--- config.mk ---
export PLATFORM = sky130hd
export DESIGN_NAME = ihdk_ram
export DESIGN_NICKNAME = d
export VERILOG_FILES = /design/src/rtl/core/ihdk_ram.sv
export SDC_FILE = /design/constraint.sdc
export NUM_CORES = 1
export LEC_CHECK = 0
export BUFFER_PORTS_ARGS = -buffer_cell sky130_fd_sc_hd__buf_2
export CORE_ASPECT_RATIO = 1.75
export CORE_MARGIN = 5
export CORE_UTILIZATION = 30
export CTS_CLUSTER_DIAMETER = 60
export DETAILED_ROUTE_END_ITERATION = 8
export PLACE_DENSITY_LB_ADDON = 0.2
export SETUP_SLACK_MARGIN = 0.1
export SLEW_MARGIN = 20
export SYNTH_ARGS = -nofsm -noshare
export SYNTH_HDL_FRONTEND = slang
export SYNTH_SLANG_ARGS = --single-unit
--- constraint.sdc ---
create_clock -name clk -period 4.3 [get_ports clk]
set_input_delay 0.215 -clock clk [delete_from_list [all_inputs] [get_ports clk]]
set_output_delay 0.215 -clock clk [all_outputs]
set_load 0.1 [all_outputs]
--- src/rtl/core/ihdk_ram.sv ---
// Generic single-write, single-read synchronous RAM with registered read data.
module ihdk_ram #(
	parameter int WIDTH = 8,
	parameter int DEPTH = 16
) (
	input  logic                     clk,
	input  logic                     we,
	input  logic [$clog2(DEPTH)-1:0] waddr,
	input  logic [WIDTH-1:0]         wdata,
	input  logic [$clog2(DEPTH)-1:0] raddr,
	output logic [WIDTH-1:0]         rdata
);

	logic [WIDTH-1:0] mem [DEPTH];

	always_ff @(posedge clk) begin
		if (we) begin
			mem[waddr] <= wdata;
		end
		rdata <= mem[raddr];
	end

endmodule

==> results of run 1 <==
-- final cells by class --
type / count / share of cell area
Sequential cell: 136 / 0.659
Timing Repair Buffer: 29 / 0.0256
Clock inverter: 14 / 0.0227
Clock buffer: 18 / 0.0707
Tap cell: 227 / 0.0468
Multi-Input combinational cell: 83 / 0.175
-- state kept, by name, indices dropped and copies added, names as in the netlist --
register	flops
mem	128
rdata	8
-- power groups by stage --
stage	Sequential [mW]	Combinational [mW]	Clock, mW
floorplan	1.58	0.0752	0
CTS	1.49	0.201	1.41
finish	1.49	0.196	1.38
global placement	1.52	0.199	0
detailed placement	1.52	0.201	0
global route	1.49	0.209	1.48
-- worst reg2reg max path, stage by stage (launching register included) --
cell and delay, ns:
edfxtp_1 0.36, mux4_1 0.52, a22oi_1 0.30, nand2_1 0.09
-- final timing paths --
path | end | slack, ns | cells after the start
worst max-delay path | rdata[0] | 2.47 | 5
worst min-delay path | mem[0][5] | 0.19 | 1
worst max register to register | rdata[3] | 2.92 | 3
worst min register to register | rdata[3] | 0.66 | 3
-- cells by family (layout without fill, tap and decap cells) --
kind of cell / after synthesis / in the layout / share of synthesized area
multiplexers: 32 / 32 / 0.150
flip-flops: 136 / 136 / 0.778
buffers and inverters: 10 / 61 / 0.0168
AO/OA/AOI/OAI: 16 / 16 / 0.0233
AND/OR/NAND/NOR: 35 / 35 / 0.0318
-- cell usage in the layout, fill, tap and decap left out --
master,synthesis,layout
clkbuf_16,0,17
edfxtp_1,128,128
nand2_1,9,9
inv_8,0,1
buf_2,3,25
nor3_2,0,1
clkinv_4,0,1
nand3_1,1,1
a22oi_1,16,16
dfxtp_1,8,8
nand3b_1,2,2
clkbuf_1,0,1
buf_4,1,4
nor2_1,13,13
mux4_2,18,18
and2_1,1,1
clkinvlp_4,0,4
mux4_1,14,14
nor3_1,4,3
inv_6,0,6
or3b_2,1,1
clkinv_2,0,1
nand2b_1,2,2
nor2b_1,1,1
bufinv_16,0,1
and2b_1,1,1
-- per-stage QoR --
stage          instances  area, um2  hold WS, ns
2_1_floorplan        229       5150        0.314
3_3_place_gp         475       5510        0.597
3_5_place_dp         475       5510        0.610
4_1_cts              507       6070        0.175
5_1_grt              507       6070        0.181
6_report             507       6070        0.185
-- routing by layer --
metal	part of all wire	vias to the layer above	track usage
li1	-	1050	-
met1	0.39	1230	0.140
met2	0.56	62	0.208
met3	0.034	7	0.0275
met4	0.012	0	0.0455
met5	0	-	0
==> reports/qor.txt, run 1 <==
synth warn: 0
Final Hold Fails: 0
ant diodes: 0
FMAX: 546 MHz
Post-synth top cells: edfxtp_1, mux4_2, a22oi_1
vias in the first global route: 2527
Clock Latency Late Sink: 0.41 ns
ys async rst share: 0
Synth area leaders: edfxtp_1, mux4_2, mux4_1
clk sinks: 136
clk_skew: 0.0145 ns
Worst R2R Start: mem[1][3]
total power: 3.07 mW
Avg Inst Size Synth: 22.5 um2
CTS clk-pin slew, worst paths: 0.06 ns
slew margin rel.: 0.261
worst-path fanout max: 26
first-pass GRT wire length: 16500 um
Worst Tran Pin Value: 1.10 ns
row cnt: 63
Seq/Total Area, Yosys: 0.778
Final ANT Viol Nets: 0
1st-iter DRT viols: 126
Setup Viol. Count Final: 0
crit path DAT: 2.12 ns
Synth Instances: 229
Max Cap Viol: 0
Clock power frac: 0.450
status: completed
Via density: 4.63
Final nets: 285
fin crit period: 1.83 ns
Tcrit/Tclk final: 0.426
Seq cells post-synth: 136
Post-synth EDFFs: 128
DRC errors left: 0
most used flip-flop cell after synthesis: edfxtp_1
required time worst endpoint: 4.58 ns
Port Buf Inserts: 25
Post-Syn Area: 5150 um2
pwr dens: 505 nW/um2
Top Family by Delay on Critical Path: buffers and inverters
final setup margin: 2.47 ns
layout cell share with drive strength beyond 1: 0.286
CTS Hold Bufs: 0
Root Driver: clkbuf_16
Crit. End Element: flop
Worst path max stage delay: 0.65 ns
pre-CTS WS: 2.00 ns
Die Ht: 183 um
starting density of the core: 0.304
switching power share of the total: 0.235
Slew Viols, Final: 0
initial antenna violation count: 0
Num CTS Buffers: 17
worst setup path startpoint: raddr[0]
multi-input logic area: 1060 um2
RSZ-0062 raised after global routing: no
critical path type: in -> reg
H-tree depth: 4
final core utilization: 0.358
Pint: 2.35 mW
min-delay worst type: in -> reg
grt ovf: 0
Layout fillers: 1567
Final GP Congestion: 0.668
Fin Setup TNS: 0 ns
Mapped Nets: 247
Crit-path slowest cell: buf_2
sequential power share: 0.486
post-CTS sizing: 0
largest net degree at the start of global routing: 33
core area: 16900 um2
die area: 20000 um2
hold path startpoint: wdata[5]
Synth area leader: edfxtp_1
GRT Util Overall: 0.119
Pre-antenna DRT Iters: 4
sequential cell area: 4000 um2
CTS tree: done
Leakage Power: 1.98 nW
switching power: 0.722 mW
synth-to-layout area growth: 18.0%
worst path bufs/invs: 2
Clock Path Buffers: 2
DR WL/cell: 21.6 um
area fraction of the dominant cell type after synthesis: 0.747
total number of vias: 2349
Post-DP HPWL: 7150 um
CP Cell Sequence: buf_2, buf_4, mux4_1, a22oi_1, nand2_1
chip width: 109 um
most numerous cell in the Yosys netlist: edfxtp_1
worst vdd ir: 185 uV
CP startpoint kind: input pin
synth unique cells: 19
I/O pins: 26
post-CTS setup-driven buffer insertion count: 0
WL final: 11000 um
combinational cell fraction of total power: 0.064
Note: power is estimated with default switching activity, not from simulation.
==> run 2: changes to the inputs <==
ABC_AREA = 1   (was default)
clock period = 1.55 ns   (was 4.3 ns; I/O delays follow)
==> run 2 against run 1 <==
  * Sequential cell count stayed put
  * Combinational power grew to 3.5 times the previous value
  * Global-route usage is 1.7 points higher
  * Sequential power grew to 2.8 times the previous value
  * Critical endpoint is now rdata[3]
  * Critical path type is now reg -> out
  * Sequential share of layout area is 7.7 points lower
  * Setup slack worse by 2.2 ns
  * Die area is 11% higher
==> reports/qor.txt, run 2 <==
worst path bufs/invs: 1 (-1)
FMAX: 765 MHz
GRT Util Overall: 0.136 (+0.0169)
Post-synth top cells: nand2_1, edfxtp_1, inv_1
worst-path fanout max: 1 (-96%)
placed cells: 816 (+72%)
Final Hold Fails: 0 (unchanged)
Synth Instances: 551 (+140%)
DRC errors left: 0 (unchanged)
post-CTS setup-driven buffer insertion count: 0 (unchanged)
Worst path max stage delay: 0.45 ns (-0.20 ns)
synth unique cells: 12 (-7)
largest net degree at the start of global routing: 65 (+97%)
max reg flops: 128 (unchanged)
critical path type: reg -> out
Clock Latency Late Sink: 0.42 ns (about the same)
Layout fillers: 1853 (+18%)
final non-filler cell total: 848 (+67%)
Final GP Congestion: 0.804 (+20%)
Seq cells post-synth: 136 (unchanged)
Synth area leaders: edfxtp_1, nand2_1, nand3_1
required time worst endpoint: 1.47 ns (-3.11 ns)
I/O pins: 26 (unchanged)
ys async rst share: 0 (unchanged)
total number of vias: 3746 (+59%)
DR WL/cell: 16.6 um (-23%)
slew margin rel.: 0.661 (+0.401)
vias in the first global route: 3816 (+51%)
most frequent cells in the layout: nand2_1, edfxtp_1, inv_1, nand3_1, buf_2
Slew Viols, Final: 0 (unchanged)
die area: 22200 um2 (+11%)
total power: 9.05 mW (+200%)
core area: 19000 um2 (+12%)
chip width: 115 um (+5.3%)
commonest non-fill, non-tap cell in the layout: nand2_1
Mapped Nets: 569 (+130%)
worst hold slack: 0.0431 ns (-0.142 ns)
hold path startpoint: raddr[3]
synth warn: 0 (unchanged)
fin crit period: 1.31 ns
Post-DP HPWL: 9330 um (+31%)
first-pass GRT wire length: 22000 um (+34%)
most numerous cell in the Yosys netlist: nand2_1
Crit-path slowest cell: buf_2
CTS tree: done
1st-iter DRT viols: 226 (+79%)
post-CTS sizing: 0 (unchanged)
Setup Viol. Count Final: 0 (unchanged)
crit path DAT: 1.23 ns (-0.89 ns)
worst setup path startpoint: rdata[3]
most used flip-flop cell after synthesis: edfxtp_1
Synth area leader: edfxtp_1
pwr dens: 1320 nW/um2 (+160%)
Top reg by flops: mem
clk sinks: 136 (unchanged)
Die Ht: 193 um (+5.5%)
synth-to-layout area growth: 19.3%
WL final: 14100 um (+29%)
Clock Path Buffers: 2 (unchanged)
Seq/Total Area, Yosys: 0.694 (-0.0835)
status: completed
Avg Inst Size Synth: 10.5 um2 (-53%)
Post-synth EDFFs: 128 (unchanged)
CP Cell Sequence: buf_2
initial antenna violation count: 0 (unchanged)
Final nets: 612 (+110%)
Fin Setup TNS: 0 ns (unchanged)
WL met3: 449 um (+21%)
met1 WL: 5410 um (+25%)
Post-Syn Area: 5770 um2 (+12%)
H-tree depth: 4 (unchanged)
row cnt: 67 (+6.3%)
CTS clk-pin slew, worst paths: 0.06 ns (about the same)
worst vdd ir: 463 uV (+150%)
area fraction of the dominant cell type after synthesis: 0.667 (-0.0802)
clk_skew: 0.00832 ns (-0.00617 ns)
Tcrit/Tclk final: 0.843
final core utilization: 0.362 (+0.00327)
Port Buf Inserts: 25 (unchanged)
Pre-antenna DRT Iters: 4 (unchanged)
Max Cap Viol: 0 (unchanged)
grt ovf: 0 (unchanged)
Root Driver: clkbuf_16
Final ANT Viol Nets: 0 (unchanged)
min-delay worst type: in -> reg
Top Family by Delay on Critical Path: buffers and inverters
Worst R2R Start: mem[0][1]
layout cell share with drive strength beyond 1: 0.135 (-0.151)
uppermost routed layer: met4
CP startpoint kind: flop
Leakage Power: 2.96 nW (+49%)
Worst Tran Pin Value: 0.511 ns (-0.593 ns)
CTS Hold Bufs: 0 (unchanged)
Largest regs: mem (128), rdata (8)
ant diodes: 0 (unchanged)
Crit. End Element: output port
starting density of the core: 0.303 (-0.000684)
Via density: 4.42 (-4.7%)
Num CTS Buffers: 17 (unchanged)
RSZ-0062 raised after global routing: no
met2 wire len: 7770 um (+26%)
==> run 2: changes by cell type after synthesis, sizes merged, moves of 2 or more <==
cell,before,now
buf,7,24
inv,0,102
clkdlybuf4s25,3,0
nor3,4,0
nand3,1,97
mux4,32,0
a22oi,16,0
nand2,9,173
nand2b,2,0
nor2,13,17
==> run 2: power by group <==
group          total (mW)  switching, mW  internal [mW]
registers            4.14         0.0256           4.11
logic               0.681          0.526          0.155
clock network        4.23           1.52           2.71
total                9.05           2.07           6.98
==> run 2: layout make-up <==
| class | instances | area, um2 | share of cell area |
|---|---|---|---|
| Clock inverter | 8 | 76.3 | 0.0111 |
| Timing Repair Buffer | 48 | 335 | 0.0487 |
| Tap cell | 241 | 302 | 0.0438 |
| Sequential cell | 136 | 4000 | 0.582 |
| Inverter | 102 | 383 | 0.0556 |
| Clock buffer | 24 | 567 | 0.0824 |
| Multi-Input combinational cell | 289 | 1210 | 0.176 |
==> run 2: worst paths after layout <==
check	depth (start not counted)	endpoint	slack, ns
setup / recovery	1	rdata[3]	0.24
hold / removal	3	rdata[2]	0.04
hold reg to reg	6	rdata[3]	0.67
setup reg to reg	6	rdata[1]	0.49
==> run 2: logic make-up after synthesis <==
group                  synth area share
DFF                               0.694
buffers and inverters            0.0952
and+or+nand+nor                   0.210
==> run 2: worst reg2reg max path: stages (launching register included) <==
cell and delay, ns:
edfxtp_1 0.37, inv_1 0.06, nand2_1 0.05, nand3_1 0.10
nand3_1 0.08, nand3_1 0.19, nand2_1 0.10
==> run 2: per-layer routing <==
layer  vias up  GRT usage
li1       1857          -
met1      1799      0.150
met2        65      0.241
met3        25     0.0297
met4         0     0.0679
met5         -          0
==> run 2: per-stage QoR <==
stage | instance area, um2 | setup slack, ns
final | 6880 | 0.243
after global routing | 6880 | 0.176
after CTS | 6880 | 0.184
after detailed placement | 6240 | 0.264
after global placement | 6240 | 0.256
after floorplan | 5770 | 0.522
